<file path="config.mk">
export PLATFORM = sky130hd
export DESIGN_NAME = ffdo_cmd_q
export DESIGN_NICKNAME = d
export VERILOG_FILES = /design/src/hw/rtl/ffdo_pkg.sv /design/src/hw/rtl/ffdo_cmd_q.sv
export SDC_FILE = /design/constraint.sdc
export NUM_CORES = 1
export LEC_CHECK = 0
export ABC_AREA = 1
export BUFFER_PORTS_ARGS = -buffer_cell sky130_fd_sc_hd__buf_2
export CORE_MARGIN = 3
export CORE_UTILIZATION = 44
export DETAILED_ROUTE_END_ITERATION = 12
export PLACE_DENSITY_LB_ADDON = 0.05
export REMOVE_ABC_BUFFERS = 1
export SETUP_SLACK_MARGIN = 0.02
export SYNTH_ARGS = -nofsm -noshare
export SYNTH_HDL_FRONTEND = slang
export SYNTH_SLANG_ARGS = --single-unit
</file>
<file path="constraint.sdc">
create_clock -name clk -period 1.7 [get_ports clk]
set_input_delay 0.34 -clock clk [delete_from_list [all_inputs] [get_ports clk]]
set_output_delay 0.34 -clock clk [all_outputs]
set_load 0.02 [all_outputs]
</file>
<file path="src/hw/rtl/ffdo_pkg.sv">
package ffdo_pkg;

  // default sizes handed to the top level
  localparam int DEF_QUEUE_DEPTH = 8;
  localparam int DEF_FRAME_BYTES = 256;

  // depth of the command queue between front and back, power of two
  localparam int CMD_Q_DEPTH = 4;

  // input opcodes
  localparam logic [1:0] OP_WRITE   = 2'd0;
  localparam logic [1:0] OP_READ    = 2'd1;
  localparam logic [1:0] OP_COUNTER = 2'd2;

  // result status codes
  localparam logic [2:0] ST_STORED  = 3'd0;
  localparam logic [2:0] ST_DISCARD = 3'd1;
  localparam logic [2:0] ST_COMMIT  = 3'd2;
  localparam logic [2:0] ST_EVICT   = 3'd3;
  localparam logic [2:0] ST_REJECT  = 3'd4;
  localparam logic [2:0] ST_READ    = 3'd5;
  localparam logic [2:0] ST_EMPTY   = 3'd6;
  localparam logic [2:0] ST_COUNTER = 3'd7;

  // buffer access carried by a command
  localparam logic [1:0] MEM_NONE  = 2'd0;
  localparam logic [1:0] MEM_WRITE = 2'd1;
  localparam logic [1:0] MEM_READ  = 2'd2;

endpackage

</file>
<file path="src/hw/rtl/ffdo_cmd_q.sv">
module ffdo_cmd_q #(
  parameter type cmd_t = logic
) (
  input  logic clk,
  input  logic rst,
  input  logic push,
  input  cmd_t push_cmd,
  output logic full,
  input  logic pop,
  output cmd_t pop_cmd,
  output logic empty
);

  localparam int PTR_W = $clog2(ffdo_pkg::CMD_Q_DEPTH);

  cmd_t             entries [ffdo_pkg::CMD_Q_DEPTH];
  logic [PTR_W-1:0] wr_ptr;
  logic [PTR_W-1:0] rd_ptr;
  logic [PTR_W:0]   count;

  assign full    = (count == (PTR_W + 1)'(ffdo_pkg::CMD_Q_DEPTH));
  assign empty   = (count == '0);
  assign pop_cmd = entries[rd_ptr];

  // pointers and fill count
  always_ff @(posedge clk) begin
    if (rst) begin
      wr_ptr <= '0;
      rd_ptr <= '0;
      count  <= '0;
    end else begin
      if (push) begin
        wr_ptr <= wr_ptr + 1'b1;
      end
      if (pop) begin
        rd_ptr <= rd_ptr + 1'b1;
      end
      if (push && !pop) begin
        count <= count + 1'b1;
      end else if (pop && !push) begin
        count <= count - 1'b1;
      end
    end
  end

  // storage
  always_ff @(posedge clk) begin
    if (push) begin
      entries[wr_ptr] <= push_cmd;
    end
  end

endmodule

</file>
==> summary.txt <==
fin nets: 92
initial drt markers: 6
status: finished, final reports clean
PortBufs: 7
clock share of power: 27.6%
synthesized area: 599 sq um
via count: 424
Static Leak: 0.350 nW
antenna violations before repair: 0
first-pass GRT wire length: 1560 um
Total Die Area: 0.00184 sq mm
hold_buf cts: 0
# setup viols final: 0
Cells after Synth: 68
relative slew slack: 84.3%
HPWL Detailed: 690 um
drt wl/cell: 9.07 um
top cell type's share of synthesized area: 30.1%
antenna cells: 0
first-pass detailed-route iteration total: 4
Initial Util: 50.5%
Synth cell types: 15
io pins: 8
Hold WC Path Type: in2reg
crit path DAT: 1.11 ns
Req. time, crit path: 1.36 ns
skew final: 0.00134 ns
Worst-Skew Late Latency: 0.27 ns
# resized after CTS: 0
area of the multi-input gates: 243 sq um
top cells by count, synth: 14 x inv_1, 9 x dfxtp_1, 8 x nand2_1, 8 x nor2_1, 7 x o21ai_0
Fin. Hold Viols: 0
layout cells sized above 1: 16.3%
clock-pin slew on the worst setup and hold paths: 0.08 ns
Crit-path slowest cell: dfxtp_1
maximum clock frequency: 0.691 GHz
Die W: 42.9 um
Non-Filler Instances: 94
post-route ant nets: 0
unrepaired setup endpoints after global routing: false
Final Max Tran Viols: 0
total negative slack: 0 ns
Max FO, Critical Path: 3
Largest stage delay, worst path: 0.34 ns
post-synth top area cell: dfxtp_1
synth warn: 0
CTS sink count: 13
top-count cell post-synth: inv_1
placed insts: 90
Synth async-reset ratio: 0%
Bufs on Longest Clock Path: 2
Cell Int Power: 0.487 mW
sequential cell area fraction in the yosys report: 50.1%
die height: 42.9 um
CP top delay family: flip-flops
max-cap violations: 0
core area: 0.00119 sq mm
Worst Setup End Kind: output port
detailed-route DRC error count: 0
min Tclk post-route: 1.45 ns
Synth Register Bits: 13
standard-cell rows: 12
CTS tree: done
GR Util All Layers: 11.8%
Place WS: 0.140 ns
Flop pwr share: 54.1%
final WL: 853 um
Comb power frac: 18.4%
Startpoint Class: flop
Fillers: 115
WS Path Type: reg2out
Avg Inst Size Synth: 8.81 sq um
vias per cell: 4.51
top cells by area, synth: dfxtp_1 30%, edfxtp_1 20%, ha_1 10%
vias in the first global route: 384
crit path buf inv count: 2
Post-synth EDFFs: 4
crit-path cells: inv_1 > nor2_1 > nor2_1 > o21ai_0 > o21ai_0 > buf_2
setup slack after layout: 0.252 ns
total gr overflow: 0
gpl congestion: 0.660
buffer count from post-CTS setup fixing: 0
Sw Share: 28.2%
Max VDD drop: 0.466 mV
final worst path period share: 85.2%
FF+latch area: 300 sq um
Tot Pwr: 0.678 mW
Area Growth Syn to Fin: 14.4%
ys flop type: dfxtp_1
Net Switching: 0.191 mW
largest net degree at the start of global routing: 8
worst-margin pin slew: 0.233 ns
H-tree Lvls: 1
Root Buffer Master: clkbuf_4
TritonCTS Buffers: 3
Cell Pwr Density: 989 mW/mm^2
==> layout make-up <==
| type | count | area share [%] |
|---|---|---|
| repair buffers | 8 | 6.20 |
| multi-input cells | 40 | 35.4 |
| flip-flops and latches | 13 | 43.8 |
| clock buffers | 4 | 3.83 |
| inverters | 15 | 8.21 |
| well taps | 14 | 2.55 |
==> stage by stage <==
| stage | util [%] | hold WS, ns | area [sq um] |
|---|---|---|---|
| global placement | 55.6 | 0.458 | 659 |
| finish | 57.8 | 0.248 | 686 |
| global route | 57.8 | 0.232 | 686 |
| detailed placement | 55.6 | 0.475 | 659 |
| floorplan | - | 0.412 | 599 |
| CTS | 57.8 | 0.236 | 686 |
==> metal layers <==
layer / vias to the layer above / wire length, um / part of all wire (%) / GRT usage [%]
li1: 236 / - / - / -
met1: 177 / 403 / 47 / 15.3
met2: 11 / 398 / 47 / 15.9
met3: 0 / 50 / 5.9 / 6.36
met4: 0 / 0 / 0 / 5.59
met5: - / 0 / 0 / 0
==> logic make-up (layout without fill, tap and decap cells) <==
| group | after synthesis | after routing | share of synthesized area (%) |
|---|---|---|---|
| AO/OA/AOI/OAI | 11 | 11 | 9.19 |
| XOR/XNOR | 2 | 2 | 2.92 |
| adder cells (fa/ha/maj) | 6 | 6 | 13.8 |
| buffers and inverters | 15 | 27 | 9.39 |
| flip-flops | 13 | 13 | 50.1 |
| AND/OR/NAND/NOR | 21 | 21 | 14.6 |
==> path summary, 6_finish.rpt <==
kind | start | end | slack [ns] | depth (start not counted)
setup / recovery | flop | pop_cmd | 0.25 | 6
hold / removal | rst | count[0] | 0.25 | 2
setup reg to reg | count[0] | count[2] | 0.48 | 7
hold reg to reg | rd_ptr[0] | rd_ptr[0] | 0.49 | 1
==> layout by cell type (no fill, tap or decap), types with 2 or more instances in the layout <==
| master | count |
|---|---|
| inv_1 | 14 |
| dfxtp_1 | 9 |
| buf_2 | 7 |
| nand2_1 | 8 |
| ha_1 | 5 |
| xor2_1 | 2 |
| nor3_1 | 2 |
| o21ai_0 | 7 |
| a21oi_1 | 4 |
| edfxtp_1 | 4 |
| nor2_1 | 8 |
| clkbuf_4 | 3 |
==> power by group through the flow <==
stage	sequential (mW)	combinational, mW	clock [mW]
floorplan	0.371	0.0920	0
global placement	0.375	0.123	0
detailed placement	0.375	0.126	0
CTS	0.368	0.127	0.195
global route	0.372	0.146	0.222
finish	0.367	0.125	0.187
==> worst register-to-register path: stages, from the launching register on <==
cell,delay [ns]
dfxtp_1,0.36
fa_1,0.46
inv_1,0.07
nand2_1,0.06
nand3_1,0.06
nand2_1,0.05
inv_1,0.04
nor2_1,0.03
No activity file was read; power rests on OpenSTA's default activity.
